$ cat src/hdl/jasr_pkg.sv
package jasr_pkg;

    localparam int AXIS_FULL_SCALE = 32767;

    localparam int W_CFG_IDX  = 3;
    localparam int W_CFG_DATA = 21;

    // register indexes
    localparam logic [W_CFG_IDX-1:0] REG_RAW_MODE         = 3'd0;
    localparam logic [W_CFG_IDX-1:0] REG_ANGLE_LIMIT      = 3'd1;
    localparam logic [W_CFG_IDX-1:0] REG_SLIDE_NEUTRAL    = 3'd2;
    localparam logic [W_CFG_IDX-1:0] REG_SLIDE_PULL_LIMIT = 3'd3;
    localparam logic [W_CFG_IDX-1:0] REG_SLIDE_PUSH_LIMIT = 3'd4;
    localparam logic [W_CFG_IDX-1:0] REG_ANGLE_STEP_LIMIT = 3'd5;
    localparam logic [W_CFG_IDX-1:0] REG_SLIDE_STEP_LIMIT = 3'd6;
    localparam logic [W_CFG_IDX-1:0] REG_DEAD_BAND        = 3'd7;

    // reset values
    localparam logic [20:0]        RST_ANGLE_LIMIT      = 21'd872665;
    localparam logic signed [18:0] RST_SLIDE_NEUTRAL    = -19'sd80000;
    localparam logic signed [18:0] RST_SLIDE_PULL_LIMIT = -19'sd159000;
    localparam logic signed [18:0] RST_SLIDE_PUSH_LIMIT = -19'sd1000;
    localparam logic [17:0]        RST_ANGLE_STEP_LIMIT = 18'd30000;
    localparam logic [13:0]        RST_SLIDE_STEP_LIMIT = 14'd800;
    localparam logic [14:0]        RST_DEAD_BAND        = 15'd1638;

    // quotient bits of the scaling divide
    localparam int DIV_STEPS = 21;

    typedef struct packed {
        logic latch;
        logic avg;
        logic prep;
        logic axis;
        logic mul;
        logic div;
        logic tgt;
        logic step;
        logic load;
    } t_cmd;

    typedef struct packed {
        logic new_knot;
        logic connected;
        logic div_done;
    } t_sts;

endpackage

$ cat src/hdl/jasr_in_if.sv
interface jasr_in_if;
    logic               valid;
    logic               ready;
    logic               new_knot;
    logic               connected;
    logic signed [15:0] angle_axis;
    logic signed [15:0] slide_axis;
    logic [7:0]         phase_frac;

    modport source (output valid, new_knot, connected, angle_axis, slide_axis, phase_frac,
                    input ready);
    modport sink   (input valid, new_knot, connected, angle_axis, slide_axis, phase_frac,
                    output ready);
endinterface

$ cat src/hdl/jasr_out_if.sv
interface jasr_out_if;
    logic               valid;
    logic               ready;
    logic signed [21:0] angle_ref;
    logic signed [18:0] slide_ref;
    logic signed [22:0] angle_step;
    logic signed [18:0] slide_step;

    modport source (output valid, angle_ref, slide_ref, angle_step, slide_step, input ready);
    modport sink   (input valid, angle_ref, slide_ref, angle_step, slide_step, output ready);
endinterface

$ cat src/hdl/jasr_ctrl.sv
module jasr_ctrl (
    input  logic            i_clk,
    input  logic            i_rst_n,
    input  logic            i_in_valid,
    output logic            o_in_ready,
    output logic            o_out_valid,
    input  logic            i_out_ready,
    input  jasr_pkg::t_sts  i_sts,
    output jasr_pkg::t_cmd  o_cmd
);

    localparam logic [2:0] S_IDLE = 3'd0;
    localparam logic [2:0] S_AVG  = 3'd1;
    localparam logic [2:0] S_PREP = 3'd2;
    localparam logic [2:0] S_MUL  = 3'd3;
    localparam logic [2:0] S_DIV  = 3'd4;
    localparam logic [2:0] S_TGT  = 3'd5;
    localparam logic [2:0] S_STEP = 3'd6;
    localparam logic [2:0] S_OUT  = 3'd7;

    logic [2:0] r_state, n_state;
    logic       r_axis, n_axis;
    logic       r_ov, n_ov;

    always_comb begin
        n_state = r_state;
        n_axis  = r_axis;
        o_cmd   = '0;
        o_cmd.axis = r_axis;
        o_in_ready = 1'b0;
        case (r_state)
            S_IDLE: begin
                o_in_ready = 1'b1;
                if (i_in_valid) begin
                    o_cmd.latch = 1'b1;
                    n_state = i_sts.new_knot ? S_AVG : S_OUT;
                end
            end
            S_AVG: begin
                o_cmd.avg = 1'b1;
                n_axis  = 1'b0;
                n_state = i_sts.connected ? S_PREP : S_STEP;
            end
            S_PREP: begin
                o_cmd.prep = 1'b1;
                n_state = S_MUL;
            end
            S_MUL: begin
                o_cmd.mul = 1'b1;
                n_state = S_DIV;
            end
            S_DIV: begin
                if (i_sts.div_done) begin
                    n_state = S_TGT;
                end else begin
                    o_cmd.div = 1'b1;
                end
            end
            S_TGT: begin
                o_cmd.tgt = 1'b1;
                if (r_axis) begin
                    n_state = S_STEP;
                end else begin
                    n_axis  = 1'b1;
                    n_state = S_PREP;
                end
            end
            S_STEP: begin
                o_cmd.step = 1'b1;
                n_state = S_OUT;
            end
            S_OUT: begin
                if (!r_ov || i_out_ready) begin
                    o_cmd.load = 1'b1;
                    n_state = S_IDLE;
                end
            end
            default: begin
                n_state = S_IDLE;
            end
        endcase
    end

    always_comb begin
        n_ov = r_ov;
        if (o_cmd.load) begin
            n_ov = 1'b1;
        end else if (i_out_ready) begin
            n_ov = 1'b0;
        end
    end

    assign o_out_valid = r_ov;

    always_ff @(posedge i_clk) begin
        if (!i_rst_n) begin
            r_state <= S_IDLE;
            r_axis  <= 1'b0;
            r_ov    <= 1'b0;
        end else begin
            r_state <= n_state;
            r_axis  <= n_axis;
            r_ov    <= n_ov;
        end
    end

endmodule

$ cat src/hdl/jasr_dp.sv
module jasr_dp #(
    parameter int P_AXIS_FULL_SCALE = jasr_pkg::AXIS_FULL_SCALE
) (
    input  logic                              i_clk,
    input  logic                              i_rst_n,
    input  logic                              i_cfg_we,
    input  logic [jasr_pkg::W_CFG_IDX-1:0]    i_cfg_idx,
    input  logic [jasr_pkg::W_CFG_DATA-1:0]   i_cfg_data,
    input  logic                              i_new_knot,
    input  logic                              i_connected,
    input  logic signed [15:0]                i_angle_axis,
    input  logic signed [15:0]                i_slide_axis,
    input  logic [7:0]                        i_phase_frac,
    input  jasr_pkg::t_cmd                    i_cmd,
    output jasr_pkg::t_sts                    o_sts,
    output logic signed [21:0]                o_angle_ref,
    output logic signed [18:0]                o_slide_ref,
    output logic signed [22:0]                o_angle_step,
    output logic signed [18:0]                o_slide_step
);

    localparam logic signed [24:0] DEN_RAW  = 25'(P_AXIS_FULL_SCALE);
    localparam logic signed [24:0] DEN_FULL = 25'(P_AXIS_FULL_SCALE * 256);

    // configuration
    logic               r_raw;
    logic [20:0]        r_al;
    logic signed [18:0] r_sn, r_spl, r_sph;
    logic [17:0]        r_asl;
    logic [13:0]        r_ssl;
    logic [14:0]        r_db;

    // knot state
    logic signed [23:0] r_aavg, r_savg;
    logic signed [21:0] r_ka;
    logic signed [18:0] r_ks;
    logic signed [22:0] r_kas;
    logic signed [18:0] r_kss;

    // latched request
    logic               r_conn;
    logic signed [15:0] r_ax, r_sx;
    logic [7:0]         r_ph;

    // scaling unit
    logic [23:0]        r_num;
    logic signed [24:0] r_den;
    logic               r_neg, r_full;
    logic [20:0]        r_m;
    logic [23:0]        r_rem;
    logic [20:0]        r_quo;
    logic [4:0]         r_cnt;
    logic signed [21:0] r_da, r_ds;

    // result register
    logic signed [21:0] r_oa;
    logic signed [18:0] r_os;
    logic signed [22:0] r_oas;
    logic signed [18:0] r_oss;

    always_ff @(posedge i_clk) begin
        if (!i_rst_n) begin
            r_raw <= 1'b0;
            r_al  <= jasr_pkg::RST_ANGLE_LIMIT;
            r_sn  <= jasr_pkg::RST_SLIDE_NEUTRAL;
            r_spl <= jasr_pkg::RST_SLIDE_PULL_LIMIT;
            r_sph <= jasr_pkg::RST_SLIDE_PUSH_LIMIT;
            r_asl <= jasr_pkg::RST_ANGLE_STEP_LIMIT;
            r_ssl <= jasr_pkg::RST_SLIDE_STEP_LIMIT;
            r_db  <= jasr_pkg::RST_DEAD_BAND;
        end else if (i_cfg_we) begin
            case (i_cfg_idx)
                jasr_pkg::REG_RAW_MODE:         r_raw <= i_cfg_data[0];
                jasr_pkg::REG_ANGLE_LIMIT:      r_al  <= i_cfg_data[20:0];
                jasr_pkg::REG_SLIDE_NEUTRAL:    r_sn  <= $signed(i_cfg_data[18:0]);
                jasr_pkg::REG_SLIDE_PULL_LIMIT: r_spl <= $signed(i_cfg_data[18:0]);
                jasr_pkg::REG_SLIDE_PUSH_LIMIT: r_sph <= $signed(i_cfg_data[18:0]);
                jasr_pkg::REG_ANGLE_STEP_LIMIT: r_asl <= i_cfg_data[17:0];
                jasr_pkg::REG_SLIDE_STEP_LIMIT: r_ssl <= i_cfg_data[13:0];
                jasr_pkg::REG_DEAD_BAND:        r_db  <= i_cfg_data[14:0];
                default: ;
            endcase
        end
    end

    // axis preparation
    logic signed [15:0] c_ax;
    logic signed [16:0] c_ax17;
    logic [16:0]        c_axmag;
    logic signed [23:0] c_avg;
    logic [23:0]        c_avgmag;
    logic [22:0]        c_d;
    logic signed [24:0] c_den_n, c_den;
    logic [23:0]        c_num_n, c_num;
    logic signed [19:0] c_span;
    logic [19:0]        c_spanmag;

    assign c_ax      = i_cmd.axis ? r_sx : r_ax;
    assign c_ax17    = 17'(c_ax);
    assign c_axmag   = c_ax[15] ? 17'(-c_ax17) : 17'(c_ax17);
    assign c_avg     = i_cmd.axis ? r_savg : r_aavg;
    assign c_avgmag  = c_avg[23] ? 24'(-c_avg) : 24'(c_avg);
    assign c_d       = {r_db, 8'd0};
    assign c_den_n   = DEN_FULL - $signed({2'b00, c_d});
    assign c_num_n   = (c_avgmag <= {1'b0, c_d}) ? 24'd0 : c_avgmag - {1'b0, c_d};
    assign c_num     = r_raw ? {7'd0, c_axmag} : c_num_n;
    assign c_den     = r_raw ? DEN_RAW : c_den_n;
    assign c_span    = 20'(r_sph) - 20'(r_sn);
    assign c_spanmag = c_span[19] ? 20'(-c_span) : 20'(c_span);

    // product plus half divisor, then restoring divide one quotient bit a cycle
    logic [43:0] c_mul;
    logic [44:0] c_prod;
    logic [24:0] c_t, c_dv;
    logic        c_ge;

    assign c_mul  = r_num[22:0] * r_m;
    assign c_prod = 45'(c_mul) + 45'(r_den[23:1]);
    assign c_t    = {r_rem, r_quo[20]};
    assign c_dv   = {1'b0, r_den[23:0]};
    assign c_ge   = c_t >= c_dv;

    // signed target
    logic [20:0]        c_k;
    logic               c_kneg;
    logic signed [21:0] c_ks;

    assign c_k    = r_full ? r_m : r_quo;
    assign c_kneg = i_cmd.axis ? (c_span[19] != r_neg) : r_neg;
    assign c_ks   = c_kneg ? -$signed({1'b0, c_k}) : $signed({1'b0, c_k});

    // averaging
    logic signed [24:0] c_asum, c_ssum;
    assign c_asum = 25'($signed({r_ax, 8'd0})) + 25'(r_aavg);
    assign c_ssum = 25'($signed({r_sx, 8'd0})) + 25'(r_savg);

    // step and knot update
    logic signed [23:0] c_ca, c_al, c_ka1, c_ka2;
    logic signed [19:0] c_cs, c_ks1, c_ks2;
    logic signed [24:0] c_sa, c_alim, c_sa1;
    logic signed [22:0] c_sa2;
    logic signed [22:0] c_ss, c_slim, c_ss1;
    logic signed [18:0] c_ss2;

    assign c_ca = 24'(r_ka) + 24'(r_kas);
    assign c_cs = 20'(r_ks) + 20'(r_kss);
    assign c_sa = 25'(r_da) - 25'(c_ca);
    assign c_ss = 23'(r_ds) - 23'(c_cs);
    assign c_alim = $signed({7'd0, r_asl});
    assign c_slim = $signed({9'd0, r_ssl});

    always_comb begin
        c_sa1 = c_sa;
        if (!r_raw) begin
            if (c_sa1 < -c_alim) c_sa1 = -c_alim;
            if (c_sa1 > c_alim)  c_sa1 = c_alim;
        end
        if (c_sa1 > 25'sd4194303)       c_sa2 = 23'sd4194303;
        else if (c_sa1 < -25'sd4194304) c_sa2 = -23'sd4194304;
        else                            c_sa2 = 23'(c_sa1);

        c_ss1 = c_ss;
        if (!r_raw) begin
            if (c_ss1 < -c_slim) c_ss1 = -c_slim;
            if (c_ss1 > c_slim)  c_ss1 = c_slim;
        end
        if (c_ss1 > 23'sd262143)       c_ss2 = 19'sd262143;
        else if (c_ss1 < -23'sd262144) c_ss2 = -19'sd262144;
        else                           c_ss2 = 19'(c_ss1);
    end

    assign c_al  = $signed({3'd0, r_al});
    assign c_ka1 = (c_ca < -c_al) ? -c_al : c_ca;
    assign c_ka2 = (c_ka1 > c_al) ? c_al : c_ka1;
    assign c_ks1 = (c_cs < 20'(r_spl)) ? 20'(r_spl) : c_cs;
    assign c_ks2 = (c_ks1 > 20'(r_sph)) ? 20'(r_sph) : c_ks1;

    // interpolation within the knot
    logic signed [30:0] c_pa;
    logic [30:0]        c_pam;
    logic [22:0]        c_ma;
    logic signed [24:0] c_ra;
    logic signed [21:0] c_ras;
    logic signed [26:0] c_ps;
    logic [26:0]        c_psm;
    logic [18:0]        c_ms;
    logic signed [20:0] c_rs;
    logic signed [18:0] c_rss;

    assign c_pa  = 31'(r_kas) * 31'($signed({1'b0, r_ph}));
    assign c_pam = c_pa[30] ? 31'(-c_pa) : 31'(c_pa);
    assign c_ma  = 23'((c_pam + 31'd128) >> 8);
    assign c_ra  = 25'(r_ka) + (c_pa[30] ? -$signed({2'b00, c_ma}) : $signed({2'b00, c_ma}));
    assign c_ras = (c_ra > 25'sd2097151) ? 22'sd2097151 :
                   (c_ra < -25'sd2097152) ? -22'sd2097152 : 22'(c_ra);

    assign c_ps  = 27'(r_kss) * 27'($signed({1'b0, r_ph}));
    assign c_psm = c_ps[26] ? 27'(-c_ps) : 27'(c_ps);
    assign c_ms  = 19'((c_psm + 27'd128) >> 8);
    assign c_rs  = 21'(r_ks) + (c_ps[26] ? -$signed({2'b00, c_ms}) : $signed({2'b00, c_ms}));
    assign c_rss = (c_rs > 21'sd262143) ? 19'sd262143 :
                   (c_rs < -21'sd262144) ? -19'sd262144 : 19'(c_rs);

    always_ff @(posedge i_clk) begin
        if (!i_rst_n) begin
            r_aavg <= '0;
            r_savg <= '0;
            r_ka   <= '0;
            r_ks   <= jasr_pkg::RST_SLIDE_NEUTRAL;
            r_kas  <= '0;
            r_kss  <= '0;
            r_cnt  <= '0;
        end else begin
            if (i_cmd.avg && r_conn && !r_raw) begin
                r_aavg <= c_asum[24:1];
                r_savg <= c_ssum[24:1];
            end
            if (i_cmd.mul) begin
                r_cnt <= 5'(jasr_pkg::DIV_STEPS);
            end else if (i_cmd.div) begin
                r_cnt <= r_cnt - 5'd1;
            end
            if (i_cmd.step) begin
                r_kas <= c_sa2;
                r_kss <= c_ss2;
                r_ka  <= 22'(c_ka2);
                r_ks  <= 19'(c_ks2);
            end
        end
    end

    always_ff @(posedge i_clk) begin
        if (i_cmd.latch) begin
            r_conn <= i_connected;
            r_ax   <= i_angle_axis;
            r_sx   <= i_slide_axis;
            r_ph   <= i_phase_frac;
        end
        if (i_cmd.avg) begin
            r_da <= '0;
            r_ds <= 22'(r_sn);
        end
        if (i_cmd.prep) begin
            r_num  <= c_num;
            r_den  <= c_den;
            r_neg  <= r_raw ? c_ax[15] : c_avg[23];
            r_m    <= i_cmd.axis ? 21'(c_spanmag) : r_al;
            r_full <= (c_den <= 25'sd0) || ($signed({1'b0, c_num}) >= c_den);
        end
        if (i_cmd.mul) begin
            r_rem <= c_prod[44:21];
            r_quo <= c_prod[20:0];
        end else if (i_cmd.div) begin
            r_rem <= c_ge ? 24'(c_t - c_dv) : c_t[23:0];
            r_quo <= {r_quo[19:0], c_ge};
        end
        if (i_cmd.tgt) begin
            if (i_cmd.axis) r_ds <= 22'(r_sn) + c_ks;
            else            r_da <= c_ks;
        end
        if (i_cmd.load) begin
            r_oa  <= c_ras;
            r_os  <= c_rss;
            r_oas <= r_kas;
            r_oss <= r_kss;
        end
    end

    assign o_sts.new_knot  = i_new_knot;
    assign o_sts.connected = r_conn;
    assign o_sts.div_done  = (r_cnt == 5'd0);

    assign o_angle_ref  = r_oa;
    assign o_slide_ref  = r_os;
    assign o_angle_step = r_oas;
    assign o_slide_step = r_oss;

endmodule

$ cat src/hdl/joystick_axis_slew_reference.sv
// a request without a new knot goes from acceptance straight to the output state
// a connected new knot runs two scaling divides of 21 steps each, one per axis,
// on one shared restoring divider, plus averaging, multiply, target and step states
// a new knot while disconnected skips scaling; one request is in work at a time
// reset (synchronous, active low) loads register defaults, zero averages and steps,
// and the slide knot at its neutral value
module joystick_axis_slew_reference #(
    parameter int P_AXIS_FULL_SCALE = jasr_pkg::AXIS_FULL_SCALE
) (
    input  logic                            i_clk,
    input  logic                            i_rst_n,
    input  logic                            i_cfg_we,
    input  logic [jasr_pkg::W_CFG_IDX-1:0]  i_cfg_idx,
    input  logic [jasr_pkg::W_CFG_DATA-1:0] i_cfg_data,
    jasr_in_if.sink                         i_in,
    jasr_out_if.source                      o_out
);

    // command and status between sequencer and datapath
    jasr_pkg::t_cmd cmd;
    jasr_pkg::t_sts sts;

    // sequencer: accept, average, scale each axis, step, present result
    jasr_ctrl u_ctrl (
        .i_clk       (i_clk),
        .i_rst_n     (i_rst_n),
        .i_in_valid  (i_in.valid),
        .o_in_ready  (i_in.ready),
        .o_out_valid (o_out.valid),
        .i_out_ready (o_out.ready),
        .i_sts       (sts),
        .o_cmd       (cmd)
    );

    // datapath: registers, knot state, shared multiply and divide, interpolation
    jasr_dp #(
        .P_AXIS_FULL_SCALE (P_AXIS_FULL_SCALE)
    ) u_dp (
        .i_clk        (i_clk),
        .i_rst_n      (i_rst_n),
        .i_cfg_we     (i_cfg_we),
        .i_cfg_idx    (i_cfg_idx),
        .i_cfg_data   (i_cfg_data),
        .i_new_knot   (i_in.new_knot),
        .i_connected  (i_in.connected),
        .i_angle_axis (i_in.angle_axis),
        .i_slide_axis (i_in.slide_axis),
        .i_phase_frac (i_in.phase_frac),
        .i_cmd        (cmd),
        .o_sts        (sts),
        .o_angle_ref  (o_out.angle_ref),
        .o_slide_ref  (o_out.slide_ref),
        .o_angle_step (o_out.angle_step),
        .o_slide_step (o_out.slide_step)
    );

endmodule
$ cat src/flat_wrapper.sv
// flat-port wrapper written by rule: the top's interface ports become plain ports
module joystick_axis_slew_reference_flat 
#(
    parameter int P_AXIS_FULL_SCALE = jasr_pkg::AXIS_FULL_SCALE
)
  (i_clk, i_rst_n, i_cfg_we, i_cfg_idx, i_cfg_data, i_in_valid, i_in_new_knot, i_in_connected, i_in_angle_axis, i_in_slide_axis, i_in_phase_frac, i_in_ready, o_out_valid, o_out_angle_ref, o_out_slide_ref, o_out_angle_step, o_out_slide_step, o_out_ready);
  jasr_in_if i_in_i ();
  jasr_out_if o_out_i ();
  input  logic i_clk;
  input  logic i_rst_n;
  input  logic i_cfg_we;
  input  logic [jasr_pkg::W_CFG_IDX-1:0] i_cfg_idx;
  input  logic [jasr_pkg::W_CFG_DATA-1:0] i_cfg_data;
  input wire logic [$bits(i_in_i.valid)-1:0] i_in_valid;
  input wire logic [$bits(i_in_i.new_knot)-1:0] i_in_new_knot;
  input wire logic [$bits(i_in_i.connected)-1:0] i_in_connected;
  input wire logic [$bits(i_in_i.angle_axis)-1:0] i_in_angle_axis;
  input wire logic [$bits(i_in_i.slide_axis)-1:0] i_in_slide_axis;
  input wire logic [$bits(i_in_i.phase_frac)-1:0] i_in_phase_frac;
  output wire logic [$bits(i_in_i.ready)-1:0] i_in_ready;
  output wire logic [$bits(o_out_i.valid)-1:0] o_out_valid;
  output wire logic [$bits(o_out_i.angle_ref)-1:0] o_out_angle_ref;
  output wire logic [$bits(o_out_i.slide_ref)-1:0] o_out_slide_ref;
  output wire logic [$bits(o_out_i.angle_step)-1:0] o_out_angle_step;
  output wire logic [$bits(o_out_i.slide_step)-1:0] o_out_slide_step;
  input wire logic [$bits(o_out_i.ready)-1:0] o_out_ready;
  assign i_in_i.valid = i_in_valid;
  assign i_in_i.new_knot = i_in_new_knot;
  assign i_in_i.connected = i_in_connected;
  assign i_in_i.angle_axis = i_in_angle_axis;
  assign i_in_i.slide_axis = i_in_slide_axis;
  assign i_in_i.phase_frac = i_in_phase_frac;
  assign i_in_ready = i_in_i.ready;
  assign o_out_valid = o_out_i.valid;
  assign o_out_angle_ref = o_out_i.angle_ref;
  assign o_out_slide_ref = o_out_i.slide_ref;
  assign o_out_angle_step = o_out_i.angle_step;
  assign o_out_slide_step = o_out_i.slide_step;
  assign o_out_i.ready = o_out_ready;
  joystick_axis_slew_reference #(.P_AXIS_FULL_SCALE(P_AXIS_FULL_SCALE)) u_core (.i_clk(i_clk), .i_rst_n(i_rst_n), .i_cfg_we(i_cfg_we), .i_cfg_idx(i_cfg_idx), .i_cfg_data(i_cfg_data), .i_in(i_in_i), .o_out(o_out_i));
endmodule
$ cat config.mk
export PLATFORM = sky130hd
export DESIGN_NAME = joystick_axis_slew_reference_flat
export DESIGN_NICKNAME = d
export VERILOG_FILES = /design/src/hdl/jasr_pkg.sv /design/src/hdl/jasr_in_if.sv /design/src/hdl/jasr_out_if.sv /design/src/hdl/jasr_ctrl.sv /design/src/hdl/jasr_dp.sv /design/src/hdl/joystick_axis_slew_reference.sv /design/src/flat_wrapper.sv
export SDC_FILE = /design/constraint.sdc
export NUM_CORES = 2
export LEC_CHECK = 0
export BUFFER_PORTS_ARGS = -buffer_cell sky130_fd_sc_hd__buf_2
export CAP_MARGIN = 30
export CORE_MARGIN = 1.5
export CORE_UTILIZATION = 35
export CTS_CLUSTER_SIZE = 20
export DETAILED_ROUTE_END_ITERATION = 8
export MAX_ROUTING_LAYER = met4
export PLACE_DENSITY = 0.58
export SLEW_MARGIN = 20
export SYNTH_ARGS = -nofsm -noshare
export SYNTH_HDL_FRONTEND = slang
export SYNTH_SLANG_ARGS = --single-unit
$ cat constraint.sdc
create_clock -name i_clk -period 14.5 [get_ports i_clk]
set_input_delay 0.725 -clock i_clk [delete_from_list [all_inputs] [get_ports i_clk]]
set_output_delay 0.725 -clock i_clk [all_outputs]
set_load 0.05 [all_outputs]
* Yosys cells after proc, flatten, opt, wreduce, memory -nomap -nowiden
Index checks and enable logic that the tools add are counted.
** Word-level totals
- Input bits :: 71
- Latch bits :: 0
- Memory bits (writable) :: 0
- Flip-flop bits (word level) :: 550
- ROM bits :: 0
- Word-level logic and storage cells :: 199
- Memories kept :: 0
** Operators by class
- Equal/unequal tests :: 18
- Div/mod/pow operators :: 0
- $add $sub $neg :: 28
- Bitwise gates (word level) :: 1
- Mux-type cells :: 70
- Reduce and logical (&&, ||, !) cells :: 22
- Multipliers :: 3
- Magnitude comparators :: 20
- Shift operators :: 0
** Operators with widths (count)
- $mux 22 :: 9
- $mux 24 :: 8
- $mux 25 :: 6
- $mux 23 :: 6
- $mux 21 :: 4
- $mux 19 :: 4
- $mux 20 :: 3
- $add 24x24->25 :: 2
- $add 44x23->45 :: 1
- $mul 23x21->44 :: 1
- $add 31x8->31 const B :: 1
- $mul 23x9->31 :: 1
- $mux 31 :: 1
- $neg 31->31 :: 1
- $add 27x8->27 const B :: 1
- $mul 19x9->27 :: 1
- $mux 27 :: 1
- $neg 27->27 :: 1
- $add 22x25->25 :: 1
- $ge 25x24->1 :: 1
- $ge 25x25->1 :: 1
- $gt 25x19->1 :: 1
- $gt 25x22->1 const B :: 1
- $gt 25x23->1 const B :: 1
- other kinds (58) :: 104

* Depth between registers and ports, before layout
- Word-level depth :: 11
- Mapped depth :: 58
- Mapped depth without buffers :: 52

* Hierarchy
Synthesis repeated with hierarchy kept, for this count alone.
** Second synthesis, totals
- Cell total of the unflattened synthesis :: 8596
- Area total of the unflattened synthesis :: 72324.4 um^2
** Modules (own cells, without submodules)
- jasr_dp :: instances 1, cells each 8544, sequential area each 13062.5 um^2, area each 71901.5 um^2
- jasr_ctrl :: instances 1, cells each 52, sequential area each 100.1 um^2, area each 422.9 um^2

* Least setup slack after synthesis
OpenSTA, ideal clock, no wires.
- Path type :: register -> register
- Start point :: register u_core.u_dp.r_ph[2]
- End point :: register u_core.u_dp.r_oa[16], in the netlist u_core.u_dp.o_angle_ref[16], data pin
- Path buffers :: 11
- Clock period less this slack :: 11.731 ns
- Library setup time :: 0.256 ns
- Arrival :: 11.475 ns
- Required time :: 14.244 ns
- Cell stages (with the launch flop) :: 58
- Path slack :: 2.769 ns
- Cell sequence :: edfxtp_1 > clkbuf_1 > clkbuf_1 > nand2_1 > fa_1 > inv_1 > fa_1 > fa_1 > inv_1 > fa_1 > inv_1 > ha_1 > a21o_1 > clkbuf_1 > a311oi_1 > a21boi_0 > a211o_1 > a21oi_1 > (+22 left out) > xnor2_1 > ha_1 > and3_1 > a31oi_1 > a21oi_1 > a21o_1 > a21oi_1 > o21a_1 > o41ai_1 > a21o_1 > a21oi_1 > o21bai_1 > a21oi_1 > nand3b_1 > a211oi_1 > nor2_2 > buf_4 > a31o_2
** On the way
- Word-level cells in the longest chain between the ends :: 9
- Elaborated cells on any way between the ends :: 10
** RTL lines
- start: declaration :: RTL line jasr_dp.sv:43 : logic [7:0] r_ph;
- start signal: assignment :: RTL line jasr_dp.sv:237 : r_ph <= i_phase_frac;
- $mul 23x9->31 (*) :: RTL line jasr_dp.sv:190 : assign c_pa = 31'(r_kas) * 31'($signed({1'b0, r_ph}));
- $neg 31->31 :: RTL line jasr_dp.sv:191 : assign c_pam = c_pa[30] ? 31'(-c_pa) : 31'(c_pa);
- $mux 31 :: RTL line jasr_dp.sv:191
- $add 31x8->31 :: RTL line jasr_dp.sv:192 : assign c_ma = 23'((c_pam + 31'd128) >> 8);
- $neg 23->25 :: RTL line jasr_dp.sv:193 : assign c_ra = 25'(r_ka) + (c_pa[30] ? -$signed({2'b00, c_ma}) : $signed({2'b00, c_ma}));
- $mux 25 (*) :: RTL line jasr_dp.sv:193
- $add 22x25->25 (*) :: RTL line jasr_dp.sv:193
- $lt 25x22->1 :: RTL line jasr_dp.sv:195 : (c_ra < -25'sd2097152) ? -22'sd2097152 : 22'(c_ra);
- $mux 22 :: RTL line jasr_dp.sv:195
- end signal: assignment :: RTL line jasr_dp.sv:262 : r_oa <= c_ras;
- end: declaration :: RTL line jasr_dp.sv:56 : logic signed [21:0] r_oa;
Every way passes the cells marked *; elsewhere a longest branch is shown, timed or not.
A chain may end at the register's enable or synchronous reset.

* Worst setup path in the final report
- Start point :: register u_core.u_dp.r_ph[5]
- End point :: register u_core.u_dp.r_oa[2], in the netlist u_core.u_dp.o_angle_ref[2], data pin
Same word-level chain as after synthesis.

==> parameters.txt <==
Parameter                              Value

Drt
  Overall routed net length    228000 um
  Met2 routed WL    roughly 110000 um
  Routed length on met3    10900 um
  Routed vias    59500
  Initial DRC count    ~4500
  Antenna-violating nets left    0
  Uppermost layer routed    met4
  WL/cell    20.3 um
  Total iterations of the first detailed-routing run    5
  Routed length on met1    103000 um
  Vias per inst    about 5.3
  Residual DRC    0

Floorplan
  Row Count    165
  Effective utilization at floorplan    35.2%
  Die boundary width    454 um
  Die outline area    0.206 mm2
  Height of the chip    about 450 um
  Area of the placeable core    about 0.20 mm2
  Total I/O pin count    156

Worst setup path
  Most Frequent Cell on Critical Path    sky130_fd_sc_hd__fa_1
  Required time at the worst-slack endpoint    14940 ps
  Worst setup EP type    register
  CP max FO    36
  Launch point of the worst reg-to-reg path    u_core.u_dp.r_ph[5]
  Startpoint kind of the worst setup timing path    register
  Critical Path Start    u_core.u_dp.r_ph[5]
  Endpoint arrival time on the critical path    13280 ps
  Crit-path slowest cell    sky130_fd_sc_hd__edfxtp_1
  Maximum cell stage delay along the critical path    790 ps
  Path type of the worst setup path    register to register

Synth
  Fraction of synthesized area in multiplexers    2.28%
  Post-synthesis instance area    0.0711 mm2
  Count of mapped cells out of synthesis    8475
  Post-Synth XOR/XNOR Area    under 10%
  Adder and majority cell fraction of the synthesized area    32.0%
  Share of synthesized area occupied by flip-flops and latches    18.5%
  Dominant combinational cell family by area after synthesis    adder cells
  Number of nets produced by synthesis    approximately 10000
  Share of the synthesized area in compound gates (AO/OA/AOI/OAI)    15.3%
  Basic-gate share of the synthesized area counting and, or, nand and nor cells    18.3%
  Post-synth top flop    sky130_fd_sc_hd__dfxtp_1
  Number of flops mapped to enable cells by yosys    roughly 230
  Post-synthesis average cell area    between 8 and 9 um2
  Total number of yosys warnings    0
  Synthesized flop and latch total    approximately 540
  Unique cell type count in the Yosys netlist    114
  Synth async-reset ratio    0%

CTS
  Count of H-tree levels built during CTS    3
  Buffer type at the clock tree root    sky130_fd_sc_hd__clkbuf_16
  Buffer levels on the longest clock path    3
  Cts hold-fix bufs    0
  Sinks on Clock Net    542
  Number of buffers created by CTS    67
  Clock edge transition at the registers on the reported setup and hold paths    70 ps
  Source-to-sink clock delay at the later pin of the worst-skew pair    690 ps
  Number of gates resized after cts    0
  Setup Buffers After CTS    0
  TritonCTS clock tree    built

STA
  Tightest Pin Transition    roughly 1100 ps
  Final Cycle Share    88.6%
  Setup violation total in the final timing report    0
  Worst hold slack across all endpoints    roughly 220 ps
  Max Fclk    77.9 MHz
  Fin crit period    12840 ps
  RSZ-0062 raised after global routing    false
  Fin Setup TNS    0 ps
  Number of hold violations in the final report    0
  Final worst-path setup slack    1660 ps
  Final slew viol count    0
  Slew headroom    26.7%
  Layout Skew    roughly 46 ps

Placed design
  Worst setup timing slack at the placement stage    1540 ps
  Final weighted congestion of routability-driven global placement    roughly 0.94
  PortBufs    ~160
  HPWL after detailed placement    179000 um

Global routing
  Via count of the first global-routing pass    59800
  Pin count of the biggest net entering global routing    74
  Global-route wire length before repair    roughly 360000 um
  Number of antenna violations at the first check in global routing    20
  Total GRT Usage    22.8%
  Remaining Overflow, GRT    0

Final layout
  Synthesis-to-finish area growth    8.62%
  Final net count    9925
  Final Core Density    38.2%
  Layout cells sized above 1    about 6.6%

Status
  Outcome    complete, no violations

Worst hold path
  Class of the worst hold path    input port to register
  Min-delay src    i_in_slide_axis[6]

Run
  Max-cap violation count    0
==> state kept, by name, summed over array words and instances, names as in the netlist, 21 cells and up <==
signal / cells
u_core.u_dp.r_ka: 22
u_core.u_dp.r_da: 22
u_core.u_dp.r_kas: 23
u_core.u_dp.r_num: 23
u_core.u_dp.r_ds: 22
u_core.u_dp.o_angle_ref: 22
u_core.u_dp.r_m: 21
u_core.u_dp.r_savg: 24
u_core.u_dp.r_al: 21
u_core.u_dp.r_aavg: 24
u_core.u_dp.r_rem: 24
u_core.u_dp.o_angle_step: 23
u_core.u_dp.r_quo: 21
==> per-layer routing <==
layer / GRT usage, % / vias to the layer above
li1: - / 28300
met1: 29.9 / 29300
met2: 36.6 / 1568
met3: 2.18 / 332
met4: 7.87 / 0
met5: - / -
==> path summary, 6_finish.rpt <==
check                               endpoint  slack (ps)  cells after the start
hold reg to reg        u_core.u_dp.r_aavg[0]         460                      2
hold / removal           u_core.u_dp.r_sx[6]         220                      1
setup / recovery  u_core.u_dp.o_angle_ref[2]        1660                     45
setup reg to reg  u_core.u_dp.o_angle_ref[2]        1660                     45
==> worst max-delay path, delay by kind of cell, from the launching register on <==
| kind | cells | cell delay (ps) |
|---|---|---|
| AOI/OAI and AO/OA | 17 | 3960 |
| xor gates and xnor gates | 4 | 810 |
| adders and majority gates | 7 | 3370 |
| buffers and inverters | 6 | 1140 |
| DFF | 1 | 790 |
| and+or+nand+nor | 11 | 2450 |
==> layout make-up <==
cell class / instances / area, um2
Fill cell: 20400 / 125000
Multi-Input combinational cell: 6477 / 52600
Sequential cell: 542 / 13200
Inverter: 1094 / 4110
Tap cell: 2672 / 3340
Clock buffer: 83 / 1830
Timing Repair Buffer: 264 / 1760
Clock inverter: 39 / 464
Antenna cell: 12 / 30.0
==> cells by family (layout without fill, tap and decap cells) <==
| family | count (synthesis) | after routing |
|---|---|---|
| compound gates | 1704 | 1704 |
| xor+xnor | 466 | 466 |
| fa+ha+maj | 1408 | 1408 |
| buf+inv | 1456 | 1480 |
| flops | 542 | 542 |
| mux | 154 | 154 |
| other cells | 0 | 12 |
| simple gates | 2745 | 2745 |
==> metrics by stage <==
step                      cell area, um2  std cells
after global routing               77300      11200
final                              77300      11200
after floorplan                    71100       8475
after detailed placement           74900      11000
after global placement             74600      11000
after CTS                          77200      11200
==> synthesized netlist by cell type, types with 44 or more instances <==
cell                          n  area, um2
sky130_fd_sc_hd__or3_1       44        275
sky130_fd_sc_hd__a21o_1     141       1060
sky130_fd_sc_hd__clkbuf_1   309       1160
sky130_fd_sc_hd__a211oi_1    60        450
sky130_fd_sc_hd__xor2_1     126       1100
sky130_fd_sc_hd__mux2_2      66        743
sky130_fd_sc_hd__xnor2_1    336       2940
sky130_fd_sc_hd__nand4_1     53        332
sky130_fd_sc_hd__o31ai_1     44        330
sky130_fd_sc_hd__mux2i_1     88        881
sky130_fd_sc_hd__nand2_1   1171       4400
sky130_fd_sc_hd__ha_1       718       8980
sky130_fd_sc_hd__nand3_1    126        631
sky130_fd_sc_hd__o21ai_0    343       1720
sky130_fd_sc_hd__o211ai_1    94        706
sky130_fd_sc_hd__and2_1     341       2130
sky130_fd_sc_hd__and3_1      61        382
sky130_fd_sc_hd__fa_1       690      13800
sky130_fd_sc_hd__nand2b_1    73        457
sky130_fd_sc_hd__nor3_1     182        911
sky130_fd_sc_hd__nor2b_1    108        676
sky130_fd_sc_hd__o21bai_1    47        353
sky130_fd_sc_hd__a31oi_1     46        288
sky130_fd_sc_hd__nor2_1     440       1650
sky130_fd_sc_hd__dfxtp_1    311       6230
sky130_fd_sc_hd__inv_1     1093       4100
sky130_fd_sc_hd__o21a_1      74        556
sky130_fd_sc_hd__a21oi_1    552       2760
sky130_fd_sc_hd__edfxtp_1   231       6940
==> cells in the final DEF, fill, tap and decap left out, types with 21 or more instances in the layout <==
| cell type | netlist | layout |
|---|---|---|
| sky130_fd_sc_hd__nor3_1 | 182 | 179 |
| sky130_fd_sc_hd__a21boi_0 | 41 | 41 |
| sky130_fd_sc_hd__mux2i_1 | 88 | 87 |
| sky130_fd_sc_hd__nand3_1 | 126 | 125 |
| sky130_fd_sc_hd__ha_1 | 718 | 718 |
| sky130_fd_sc_hd__buf_2 | 16 | 154 |
| sky130_fd_sc_hd__clkbuf_16 | 0 | 69 |
| sky130_fd_sc_hd__o22ai_1 | 33 | 33 |
| sky130_fd_sc_hd__dfxtp_1 | 311 | 309 |
| sky130_fd_sc_hd__o21ai_0 | 343 | 342 |
| sky130_fd_sc_hd__nand2_1 | 1171 | 1168 |
| sky130_fd_sc_hd__and2_1 | 341 | 339 |
| sky130_fd_sc_hd__o31ai_1 | 44 | 44 |
| sky130_fd_sc_hd__nand2b_1 | 73 | 73 |
| sky130_fd_sc_hd__a31oi_1 | 46 | 45 |
| sky130_fd_sc_hd__o21a_1 | 74 | 74 |
| sky130_fd_sc_hd__and3_1 | 61 | 61 |
| sky130_fd_sc_hd__inv_1 | 1093 | 1092 |
| sky130_fd_sc_hd__o21bai_1 | 47 | 47 |
| sky130_fd_sc_hd__mux2_2 | 66 | 66 |
| sky130_fd_sc_hd__a31o_2 | 21 | 21 |
| sky130_fd_sc_hd__a21oi_1 | 552 | 551 |
| sky130_fd_sc_hd__xor2_1 | 126 | 126 |
| sky130_fd_sc_hd__a211oi_1 | 60 | 59 |
| sky130_fd_sc_hd__xnor2_1 | 336 | 335 |
| sky130_fd_sc_hd__o211ai_1 | 94 | 94 |
| sky130_fd_sc_hd__buf_4 | 6 | 94 |
| sky130_fd_sc_hd__or3_1 | 44 | 44 |
| sky130_fd_sc_hd__nor2_1 | 440 | 435 |
| sky130_fd_sc_hd__nor4_1 | 31 | 31 |
| sky130_fd_sc_hd__nor2b_1 | 108 | 108 |
| sky130_fd_sc_hd__nor3b_1 | 25 | 24 |
| sky130_fd_sc_hd__fa_1 | 690 | 690 |
| sky130_fd_sc_hd__nand4_1 | 53 | 53 |
| sky130_fd_sc_hd__a21o_1 | 141 | 141 |
| sky130_fd_sc_hd__edfxtp_1 | 231 | 231 |
Power is left out: the tool's default activity adds up to more than one toggle a clock period on the data nets, which glitch-free logic cannot reach.
